<file path="src/rtl/core/mode_dependent_periodic_scheduler_macros.svh">
// Assertion macros shared by the scheduler RTL.
`ifndef MODE_DEPENDENT_PERIODIC_SCHEDULER_MACROS_SVH
`define MODE_DEPENDENT_PERIODIC_SCHEDULER_MACROS_SVH

`ifndef SYNTHESIS
// Check that a condition implies another in the same cycle.
`define MDPS_ASSERT_NOW(lbl, ante, cons, msg) \
  lbl: assert property (@(posedge clk) disable iff (rst) (ante) |-> (cons)) \
    else $error(msg);
// Check that a condition implies another in the next cycle.
`define MDPS_ASSERT_NEXT(lbl, ante, cons, msg) \
  lbl: assert property (@(posedge clk) disable iff (rst) (ante) |=> (cons)) \
    else $error(msg);
`else
`define MDPS_ASSERT_NOW(lbl, ante, cons, msg)
`define MDPS_ASSERT_NEXT(lbl, ante, cons, msg)
`endif

`endif

</file>
<file path="src/rtl/core/mdps_pkg.sv">
// Shared types, period table and codes for the periodic scheduler.
package mdps_pkg;

  localparam int unsigned ROM_ROWS = 16;
  localparam int unsigned ROM_COLS = 4;
  localparam int unsigned DW       = 32;

  // Request kinds carried in tuser
  localparam logic OP_TAKE = 1'b0;
  localparam logic OP_INIT = 1'b1;

  typedef enum logic {
    ALU_ADD = 1'b0,
    ALU_SUB = 1'b1
  } alu_op_t;

  // Command from the sequencer to the deadline store
  typedef struct packed {
    logic          init;
    logic          wr;
    logic [3:0]    idx;
    logic [DW-1:0] data;
  } store_cmd_t;

  // Period in ms per job (row) and power state (column); zero disables
  localparam logic [DW-1:0] PERIOD_ROM [ROM_ROWS][ROM_COLS] = '{
    '{32'd60000,   32'd40000,   32'd20000,  32'd0},
    '{32'd300000,  32'd60000,   32'd30000,  32'd0},
    '{32'd3600000, 32'd1800000, 32'd900000, 32'd0},
    '{32'd10000,   32'd5000,    32'd1000,   32'd0},
    '{32'd300000,  32'd120000,  32'd60000,  32'd0},
    '{32'd30000,   32'd15000,   32'd5000,   32'd0},
    '{32'd300000,  32'd60000,   32'd30000,  32'd0},
    '{32'd0,       32'd60000,   32'd30000,  32'd0},
    '{32'd0,       32'd60000,   32'd30000,  32'd0},
    '{32'd30000,   32'd10000,   32'd2000,   32'd0},
    '{32'd0, 32'd0, 32'd0, 32'd0},
    '{32'd0, 32'd0, 32'd0, 32'd0},
    '{32'd0, 32'd0, 32'd0, 32'd0},
    '{32'd0, 32'd0, 32'd0, 32'd0},
    '{32'd0, 32'd0, 32'd0, 32'd0},
    '{32'd0, 32'd0, 32'd0, 32'd0}
  };

endpackage

</file>
<file path="src/rtl/core/mode_dependent_periodic_scheduler.sv">
// Top level of the mode-dependent periodic scheduler: sequencer and stream ports.
//
// Each request word gives one result word. A take request runs the lookup,
// check and final steps when the job is disabled, not yet due or never run,
// adds the advance and re-check steps when a running job falls due and a
// re-base step when it must also be re-based; an init request goes from the
// lookup to the final step. The steps are set by the single shared 32-bit
// adder, which performs every sum and wrap-safe compare one per cycle under
// the sequencer. s_tready is high only while the sequencer is idle, and a
// result waiting in the output register that is not taken holds the block in
// its final step. Deadlines live in flip-flops and all clear together on init.
`include "mode_dependent_periodic_scheduler_macros.svh"

module mode_dependent_periodic_scheduler #(
  parameter int JOB_COUNT   = 10,
  parameter int STATE_COUNT = 3
) (
  input  logic        clk,
  input  logic        rst,
  input  logic        s_tvalid,
  output logic        s_tready,
  input  logic [39:0] s_tdata,   // job[3:0], power_state[5:4], now_tick[37:6], zero
  input  logic [0:0]  s_tuser,   // op[0]
  output logic        m_tvalid,
  input  logic        m_tready,
  output logic [7:0]  m_tdata    // due[0], zero
);

  typedef enum logic [2:0] {
    S_IDLE,
    S_LOOKUP,
    S_CHECK,
    S_ADV,
    S_CHK2,
    S_REBASE,
    S_FINISH
  } state_t;

  state_t                     st;
  logic                       op_r;
  logic [3:0]                 job_r;
  logic [1:0]                 ps_r;
  logic [mdps_pkg::DW-1:0]    now_r;
  logic [mdps_pkg::DW-1:0]    per_r;
  logic [mdps_pkg::DW-1:0]    dl_r;
  logic                       due_r;
  logic                       out_due;

  mdps_pkg::alu_op_t          alu_op;
  logic [mdps_pkg::DW-1:0]    alu_a;
  logic [mdps_pkg::DW-1:0]    alu_b;
  logic [mdps_pkg::DW-1:0]    alu_res;
  logic                       alu_neg;
  mdps_pkg::store_cmd_t       cmd;
  logic [mdps_pkg::DW-1:0]    rd_data;
  logic                       rdy;
  logic                       in_range;
  logic [mdps_pkg::DW-1:0]    period;

  mdps_alu u_alu (
    .op  (alu_op),
    .a   (alu_a),
    .b   (alu_b),
    .res (alu_res),
    .neg (alu_neg)
  );

  mdps_store #(
    .JOB_COUNT (JOB_COUNT)
  ) u_store (
    .clk     (clk),
    .rst     (rst),
    .cmd     (cmd),
    .rd_idx  (job_r),
    .rd_data (rd_data),
    .rdy     (rdy)
  );

  assign s_tready = (st == S_IDLE);
  assign m_tdata  = {7'd0, out_due};

  // Look up the period; jobs or states beyond the configured counts are off
  assign in_range = ({1'b0, job_r} < 5'(JOB_COUNT)) && ({1'b0, ps_r} < 3'(STATE_COUNT));
  assign period   = in_range ? mdps_pkg::PERIOD_ROM[job_r][ps_r] : '0;

  // Steer the shared adder and the store per step
  always_comb begin
    alu_op   = mdps_pkg::ALU_ADD;
    alu_a    = now_r;
    alu_b    = per_r;
    cmd.init = 1'b0;
    cmd.wr   = 1'b0;
    cmd.idx  = job_r;
    cmd.data = alu_res;
    unique case (st)
      S_LOOKUP: begin
        cmd.init = (op_r == mdps_pkg::OP_INIT);
      end
      S_CHECK: begin
        if (per_r != '0 && rdy) begin
          if (dl_r == '0) begin
            cmd.wr = 1'b1;
          end else begin
            alu_op = mdps_pkg::ALU_SUB;
            alu_b  = dl_r;
          end
        end
      end
      S_ADV: begin
        alu_a = dl_r;
      end
      S_CHK2: begin
        alu_op   = mdps_pkg::ALU_SUB;
        alu_b    = dl_r;
        cmd.wr   = alu_neg;
        cmd.data = dl_r;
      end
      S_REBASE: begin
        cmd.wr = 1'b1;
      end
      default: begin
      end
    endcase
  end

  // Sequencer state and registered outputs
  always_ff @(posedge clk) begin
    if (rst) begin
      st       <= S_IDLE;
      m_tvalid <= 1'b0;
    end else begin
      // Raise the result word from the final step, drop it once taken
      if (st == S_FINISH && (!m_tvalid || m_tready)) begin
        m_tvalid <= 1'b1;
      end else if (m_tvalid && m_tready) begin
        m_tvalid <= 1'b0;
      end
      unique case (st)
        S_IDLE: begin
          if (s_tvalid) begin
            op_r  <= s_tuser[0];
            job_r <= s_tdata[3:0];
            ps_r  <= s_tdata[5:4];
            now_r <= s_tdata[37:6];
            st    <= S_LOOKUP;
          end
        end
        S_LOOKUP: begin
          per_r <= period;
          dl_r  <= rd_data;
          due_r <= 1'b0;
          st    <= (op_r == mdps_pkg::OP_INIT) ? S_FINISH : S_CHECK;
        end
        S_CHECK: begin
          if (per_r == '0 || !rdy) begin
            st <= S_FINISH;
          end else if (dl_r == '0) begin
            due_r <= 1'b1;
            st    <= S_FINISH;
          end else if (alu_neg) begin
            st <= S_FINISH;
          end else begin
            st <= S_ADV;
          end
        end
        S_ADV: begin
          dl_r <= alu_res;
          st   <= S_CHK2;
        end
        S_CHK2: begin
          due_r <= 1'b1;
          st    <= alu_neg ? S_FINISH : S_REBASE;
        end
        S_REBASE: begin
          st <= S_FINISH;
        end
        S_FINISH: begin
          if (!m_tvalid || m_tready) begin
            out_due  <= due_r;
            st       <= S_IDLE;
          end
        end
        default: st <= S_IDLE;
      endcase
    end
  end

  // A taken request keeps the input closed on the next cycle
  `MDPS_ASSERT_NEXT(a_busy_after_accept, s_tvalid && s_tready, !s_tready, "accepted while busy")
  // A due result is only possible once the schedule is initialised
  `MDPS_ASSERT_NOW(a_due_needs_ready, m_tvalid && m_tdata[0], rdy, "due before init")
  // An init request sets the ready flag once it has been looked up
  `MDPS_ASSERT_NEXT(a_init_sets_ready, st == S_LOOKUP && op_r == mdps_pkg::OP_INIT, rdy, "init lost")
  // The store is never written outside a take request
  `MDPS_ASSERT_NOW(a_wr_only_take, cmd.wr, op_r == mdps_pkg::OP_TAKE, "write on init")

endmodule

</file>
<file path="src/rtl/core/mdps_alu.sv">
// Shared 32-bit add/subtract unit with a sign flag for wrap-safe compares.
module mdps_alu (
  input  mdps_pkg::alu_op_t          op,
  input  logic [mdps_pkg::DW-1:0]    a,
  input  logic [mdps_pkg::DW-1:0]    b,
  output logic [mdps_pkg::DW-1:0]    res,
  output logic                       neg
);

  // Add or subtract modulo 2^32
  always_comb begin
    unique case (op)
      mdps_pkg::ALU_ADD: res = a + b;
      mdps_pkg::ALU_SUB: res = a - b;
      default:           res = a + b;
    endcase
  end

  // Sign of the result read as a signed difference
  assign neg = res[mdps_pkg::DW-1];

endmodule

</file>
<file path="src/rtl/core/mdps_store.sv">
// Per-job deadline registers and the ready flag.
module mdps_store #(
  parameter int JOB_COUNT = 10
) (
  input  logic                       clk,
  input  logic                       rst,
  input  mdps_pkg::store_cmd_t       cmd,
  input  logic [3:0]                 rd_idx,
  output logic [mdps_pkg::DW-1:0]    rd_data,
  output logic                       rdy
);

  localparam int IDX_W = (JOB_COUNT > 1) ? $clog2(JOB_COUNT) : 1;

  logic [mdps_pkg::DW-1:0] dl [JOB_COUNT];
  logic                    rd_ok;
  logic                    wr_ok;

  assign rd_ok = ({1'b0, rd_idx} < 5'(JOB_COUNT));
  assign wr_ok = ({1'b0, cmd.idx} < 5'(JOB_COUNT));

  // Read the selected deadline; out-of-range jobs read as zero
  assign rd_data = rd_ok ? dl[rd_idx[IDX_W-1:0]] : '0;

  // Clear on init, otherwise write one deadline
  always_ff @(posedge clk) begin
    if (rst) begin
      for (int i = 0; i < JOB_COUNT; i++) dl[i] <= '0;
      rdy <= 1'b0;
    end else if (cmd.init) begin
      for (int i = 0; i < JOB_COUNT; i++) dl[i] <= '0;
      rdy <= 1'b1;
    end else if (cmd.wr && wr_ok) begin
      dl[cmd.idx[IDX_W-1:0]] <= cmd.data;
    end
  end

endmodule

</file>
<file path="config.mk">
export PLATFORM = sky130hd
export DESIGN_NAME = mode_dependent_periodic_scheduler
export DESIGN_NICKNAME = d
export VERILOG_FILES = /design/src/rtl/core/mdps_pkg.sv /design/src/rtl/core/mode_dependent_periodic_scheduler.sv /design/src/rtl/core/mdps_alu.sv /design/src/rtl/core/mdps_store.sv
export VERILOG_INCLUDE_DIRS = /design/src /design/src/rtl/core
export SDC_FILE = /design/constraint.sdc
export NUM_CORES = 1
export LEC_CHECK = 0
export ABC_AREA = 1
export ABC_CLOCK_PERIOD_IN_PS = 7120
export BUFFER_PORTS_ARGS = -buffer_cell sky130_fd_sc_hd__buf_4
export CAP_MARGIN = 20
export CORE_ASPECT_RATIO = 0.6
export CORE_MARGIN = 2
export CORE_UTILIZATION = 25
export DETAILED_ROUTE_END_ITERATION = 8
export PLACE_DENSITY = 0.39
export SLEW_MARGIN = 20
export SYNTH_ARGS = -nofsm -noshare
export SYNTH_HDL_FRONTEND = slang
export SYNTH_SLANG_ARGS = --single-unit
</file>
<file path="constraint.sdc">
create_clock -name clk -period 7.12 [get_ports clk]
set_clock_uncertainty 0.1 [all_clocks]
set_input_delay 0.356 -clock clk [delete_from_list [all_inputs] [get_ports clk]]
set_output_delay 0.356 -clock clk [all_outputs]
set_load 0.02 [all_outputs]
</file>
## Word level (Yosys, flattened, before mapping)

Memory sizes are Yosys's and may differ from the RTL's. A register that Yosys moved wholly into a read port is not among the register bits.
Index checks and enable logic that the tools add are counted.

| storage, ports and cells | value |
|---|---|
| register bits | 110 |
| word-level logic and storage cells | 122 |
| output and inout bits | 10 |
| ROM bits | 2048 |
| memories kept | 2 |
| memory bits (writable) | 320 |

Memory list:

| memory | words | bits a word | read ports | clocked after Yosys merged registers in | wr ports | line | source |
|---|---|---|---|---|---|---|---|
| (name not given) | 16 | 128 | 1 | 0 | 0 | mode_dependent_periodic_scheduler.sv:84 | `assign period = in_range ? mdps_pkg::PERIOD_ROM[job_r][ps_r] : '0;` |
| u_store.dl | 10 | 32 | 1 | 1 | 10 | mdps_store.sv:15 | `logic [mdps_pkg::DW-1:0] dl [JOB_COUNT];` |

| cells by class | value |
|---|---|
| bitwise logic cells | 14 |
| add/sub/neg operators | 2 |
| reductions and logical operators | 23 |
| muxes and demuxes | 56 |
| magnitude comparators | 4 |
| equality and inequality tests | 10 |

Operators by type and width:

| cell | count |
|---|---|
| $mux W32 | 18 |
| $mux W128 | 2 |
| $pmux W32 S2 | 3 |
| $bmux W32 S2 | 1 |
| $logic_not A32 Y1 | 2 |
| $add A32 B32 Y32 | 1 |
| $reduce_bool A32 Y1 | 1 |
| $reduce_or A32 Y1 | 1 |
| $sub A32 B32 Y32 | 1 |
| $pmux W3 S7 | 1 |
| $mux W1 | 19 |
| $mux W3 | 6 |
| $or A1 B1 Y1 | 10 |
| $eq A3 B3 Y1 const B | 3 |
| $mux W4 | 2 |
| $eq A3 B2 Y1 const B | 2 |
| $ne A2 B2 Y1 const B | 3 |
| $pmux W1 S3 | 2 |
| $reduce_and A2 Y1 | 3 |
| $reduce_and A3 Y1 | 2 |
| $ge A5 B5 Y1 const B | 1 |
| $logic_and A1 B1 Y1 | 5 |
| $not A4 Y5 | 1 |
| $lt A4 B4 Y1 const B | 1 |
| 14 further kinds | 18 |

## Depth between registers and ports, before layout

| logic depth | value |
|---|---|
| depth in word-level cells | 14 |
| mapped depth | 35 |
| gate-level depth less buffers | 33 |

## Cells and area by module

A second synthesis with hierarchy kept.

| second synthesis, totals | value |
|---|---|
| cell total of the unflattened synthesis | 3010 |
| area total of the unflattened synthesis | 24272.0 µm² |

Modules (own cells, without submodules):

| module | seq. area each (µm²) | area an instance (µm²) | cells each | instances |
|---|---|---|---|---|
| mdps_store | 9629.2 | 15061.9 | 1548 | 1 |
| mode_dependent_periodic_scheduler | 2812.7 | 5814.3 | 756 | 1 |
| mdps_alu | 0.0 | 3395.8 | 706 | 1 |

## Worst setup path after synthesis

Ideal clock, no wire load.

| timing path | value |
|---|---|
| path type | reg2reg |
| start | reg dl_r[6] (netlist name) |
| end | mem u_store.dl[10][0] (netlist name), enable pin |
| path buffers | 2 |
| required time | 6.599 ns |
| clock period less this slack | 6.380 ns |
| cell stages (with the launch flop) | 33 |
| arrival time | 5.859 ns |
| setup time | 0.421 ns |
| setup slack | 0.740 ns |
| cell sequence | edfxtp_1 -> nor2_1 -> nand2_1 -> nor2_1 -> nand2_2 -> nor2_2 -> o21ai_1 -> nand2_2 -> clkbuf_1 -> nor2_1 -> inv_1 -> ha_1 -> o21ai_0 -> nor2_1 -> nand2_1 -> nor3_1 -> nand4_1 -> o21ai_0 -> xor2_1 -> inv_1 -> ha_1 -> a21oi_1 -> o21ai_0 -> a21oi_1 -> nor2_1 -> a2111oi_0 -> nand2_1 -> nand3_2 -> nand3_4 -> nand2_4 -> buf_12 -> nand3_1 -> nor2_1 |

RTL lines:

| what | line | source |
|---|---|---|
| from (decl) | mode_dependent_periodic_scheduler.sv:45 | `logic [mdps_pkg::DW-1:0] dl_r;` |
| from (signal assigned) | mode_dependent_periodic_scheduler.sv:150 | `dl_r <= rd_data;` |
| from (signal assigned) | mode_dependent_periodic_scheduler.sv:167 | `dl_r <= alu_res;` |
| to (decl) | mdps_store.sv:15 |  |

==> impl_metrics.py <==
metrics = {
    "timing": {
        "tns_ns": 0,
        "slew_headroom_pct": 36.7,
        "hold_viol": 0,
        "max_slew.worst_pin.slew_ns": 0.939,
        "fin_crit_ns": 6.53,
        "rsz0062_at_grt": "false",
        "fin_crit_sh_pct": 91.7,
        "setup_viol": 0,
        "slew_viol_final": 0,
        "fmax_mhz": 153,
    },
    "route": {
        "drc": 0,
        "vias": 22300,
        "drt-total-wl_mm": 104,
        "ant_nets": 0,
        "wl_per_cell_um": 21.9,
        "drt_iter0_drc": 2223,
        "vias_per_cell": 4.69,
        "first_pass_iters": 7,
    },
    "clock_tree": {
        "ctsRootBufferMaster": "clkbuf_16",
        "insertion_delay_ns": 0.66,
        "clock_sinks": 612,
        "cts_max_level": 2,
        "cts_max_path_buffers": 3,
        "clk_pin_slew_worst_paths_ns": 0.07,
        "cts_made_buffers": 60,
        "cts_tree": "done",
    },
    "critical_path": {
        "cpMaxStageDelayCell": "edfxtp_1",
        "worstPathRequired_ns": 7.37,
        "path_class": "reg -> reg",
        "cp.arrival_ns": 6.77,
        "cp_slowest_stage_delay_ns": 0.42,
        "start_kind": "flip-flop",
        "crit_fanout": 12,
        "crit_path_frequent_cell": "nor2_1",
        "end_kind": "flip-flop",
    },
    "power": {
        "power.density_nw_per_um2": 464,
        "irDropWorstVdd_v": 0.000308,
        "leakagePower_uw": 0.0131,
        "power_uw": 16200,
    },
    "global_route": {
        "grt_pass1_wl_mm": 153,
        "met3_usage_pct": 3.24,
        "met1_usage_pct": 27.5,
        "top_usage_layer": "met1",
        "overflow": 0,
        "grt_pass1_vias": 21400,
        "track_usage_pct": 17.1,
        "antenna_found_initial": 3,
        "grt_max_degree": 145,
        "use_met2_pct": 23.5,
    },
    "logic_synthesis": {
        "netlist_instances": 2932,
        "yosysWarnings": 0,
        "synth_flop_cell": "edfxtp_1",
        "synth_area_um2": 29600,
        "synth-seq-area-share_pct": 61.8,
        "ys_types": 53,
        "yosys.area.top_type": "edfxtp_1",
        "yosys-top-cells-area": "edfxtp_1 (61%), nor2_1 (8.9%), o21ai_0 (7.5%)",
        "synth.top_cell.area_share_pct": 61.2,
        "synth_edf_count": 603,
        "syn_area_per_cell_um2": 10.1,
        "synth-async-reset-ratio_pct": 0,
        "synth.ff_latch_count": 612,
    },
    "run_status": {
        "status": "complete, no violations",
    },
    "layout": {
        "ff_latch_area_um2": 18300,
        "fillers": 12400,
        "multi_input_area_um2": 10300,
        "final_area_um2": 34900,
        "drive_above_1_share_pct": 10.7,
        "num-nets-final": 3225,
        "stdcell_count": 4764,
        "area_growth_pct": 18.1,
    },
    "floorplan": {
        "rows": 97,
        "die_y_um": 270,
        "die_w_um": 448,
        "start_util_pct": 25.3,
        "io_pins": 55,
        "die_area_um2": 121000,
        "core-area_um2": 117000,
    },
    "worst_hold_path": {
        "hp-class": "in -> reg",
    },
    "placed_design": {
        "dpl_cell_area_um2": 32800,
        "place_inst": 4619,
        "place_congestion": 0.898,
        "io_buffer_count": 45,
        "dp_hpwl_mm": 66.3,
    },
    "run": {
        "cap_violations": 0,
    },
}
[power by group]
| group | total [uW] | internal [uW] | switching, uW |
|---|---|---|---|
| logic | 7430 | 1850 | 5580 |
| clock network | 3040 | 1590 | 1450 |
| registers | 5730 | 5420 | 312 |
| total | 16200 | 8850 | 7340 |
[state kept, by name, indices dropped and copies added (netlist names), named ones only]
name	cells
out_due	1
op_r	1
due_r	1
u_store.dl	512
job_r	4
st	3
u_store.rdy	1
per_r	18
m_tvalid	1
ps_r	2
dl_r	32
now_r	32
[metal layers]
metal | routed length [um] | share of wire [%]
met1 | 55100 | 53
met5 | 0 | 0
met2 | 41500 | 40
met3 | 6420 | 6.1
met4 | 1410 | 1.3
[cell usage after synthesis, types with 3 or more instances]
library cell	instances
inv_1	149
nand3_2	4
edfxtp_1	603
a31oi_1	4
nor3_1	13
a21oi_1	71
nand2_4	3
nand2_2	6
nor4_1	3
nand2_1	297
ha_1	39
o21ai_0	444
clkinv_1	28
o21ai_1	7
buf_1	8
inv_2	8
buf_6	16
nand3_1	73
o221a_2	10
clkbuf_1	133
or2_2	6
a21o_1	7
nand4_1	9
a32o_1	7
o221ai_1	58
xor2_1	22
buf_2	9
o211ai_1	6
xnor2_1	17
nor2_1	705
buf_4	20
nor2_2	34
o22ai_1	68
dfxtp_1	9
o21a_1	6
nand3_4	9
[critical path, delay by kind of cell (launching register included)]
family          cells  cell delay, ns
fa+ha+maj           2            0.50
xor+xnor            1            0.17
simple gates       18            2.51
compound gates      7            1.40
flops               1            0.42
buf+inv             7            1.00
[stage by stage]
step,hold slack [ns],worst slack (ns),util (%)
floorplan,0.300,0.740,-
global placement,0.310,0.466,28.0
detailed placement,0.319,0.422,28.0
CTS,0.272,0.369,29.8
global route,0.296,0.0230,29.9
finish,0.311,0.593,29.9
[worst paths after layout]
kind	end	slack, ns	cells past startpoint	start
max	u_store.dl[11][2]$_DFFE_PP_	0.59	35	dl_r[4]$_DFFE_PP_
max reg2reg	u_store.dl[11][2]$_DFFE_PP_	0.59	35	dl_r[4]$_DFFE_PP_
min reg2reg	out_due$_DFFE_PP_	0.33	0	due_r$_DFFE_PP_
min	now_r[6]$_DFFE_PP_	0.31	2	s_tdata[12]
[cell type report]
class	instances	share of cell area (%)
Clock buffer	76	4.53
Antenna cell	1	0.00716
Sequential cell	612	52.4
Multi-Input combinational cell	2082	29.4
Inverter	185	2.02
Tap cell	1584	5.67
Clock inverter	25	0.415
Timing Repair Buffer	199	5.56
[what timing repair did]
item,4_1_cts,5_1_grt
gates resized for setup,0,5
hold buffers,42,0
hold endpoints to repair,50,0
endpoints found under the setup margin,0,704
setup buffers,0,1
[cell usage in the layout (no fill, tap or decap), types with 7 or more instances in the layout]
cell type	instances
nor2_1	702
edfxtp_1	603
o21ai_0	442
nand2_1	287
inv_1	146
conb_1	135
buf_4	129
nand3_1	71
a21oi_1	71
o22ai_1	68
clkbuf_16	61
o221ai_1	58
dlygate4sd3_1	42
clkinv_1	41
ha_1	39
nor2_2	35
buf_12	27
xor2_1	22
xnor2_1	17
nand2_2	16
clkbuf_1	15
inv_2	10
nor3_1	10
o221a_2	10
nand4_1	9
nand3_4	9
o21ai_1	8
a21o_1	7
a32o_1	7
[cell families after synthesis]
| logic type | Yosys count | share of synthesized area (%) |
|---|---|---|
| flip-flops | 612 | 61.8 |
| XOR/XNOR | 39 | 1.15 |
| AO/OA/AOI/OAI | 699 | 13.5 |
| other | 1 | 0.0127 |
| buffers and inverters | 372 | 5.47 |
| AND/OR/NAND/NOR | 1169 | 16.4 |
| adder cells (fa/ha/maj) | 40 | 1.72 |
Power figures use the tool's default switching activity.
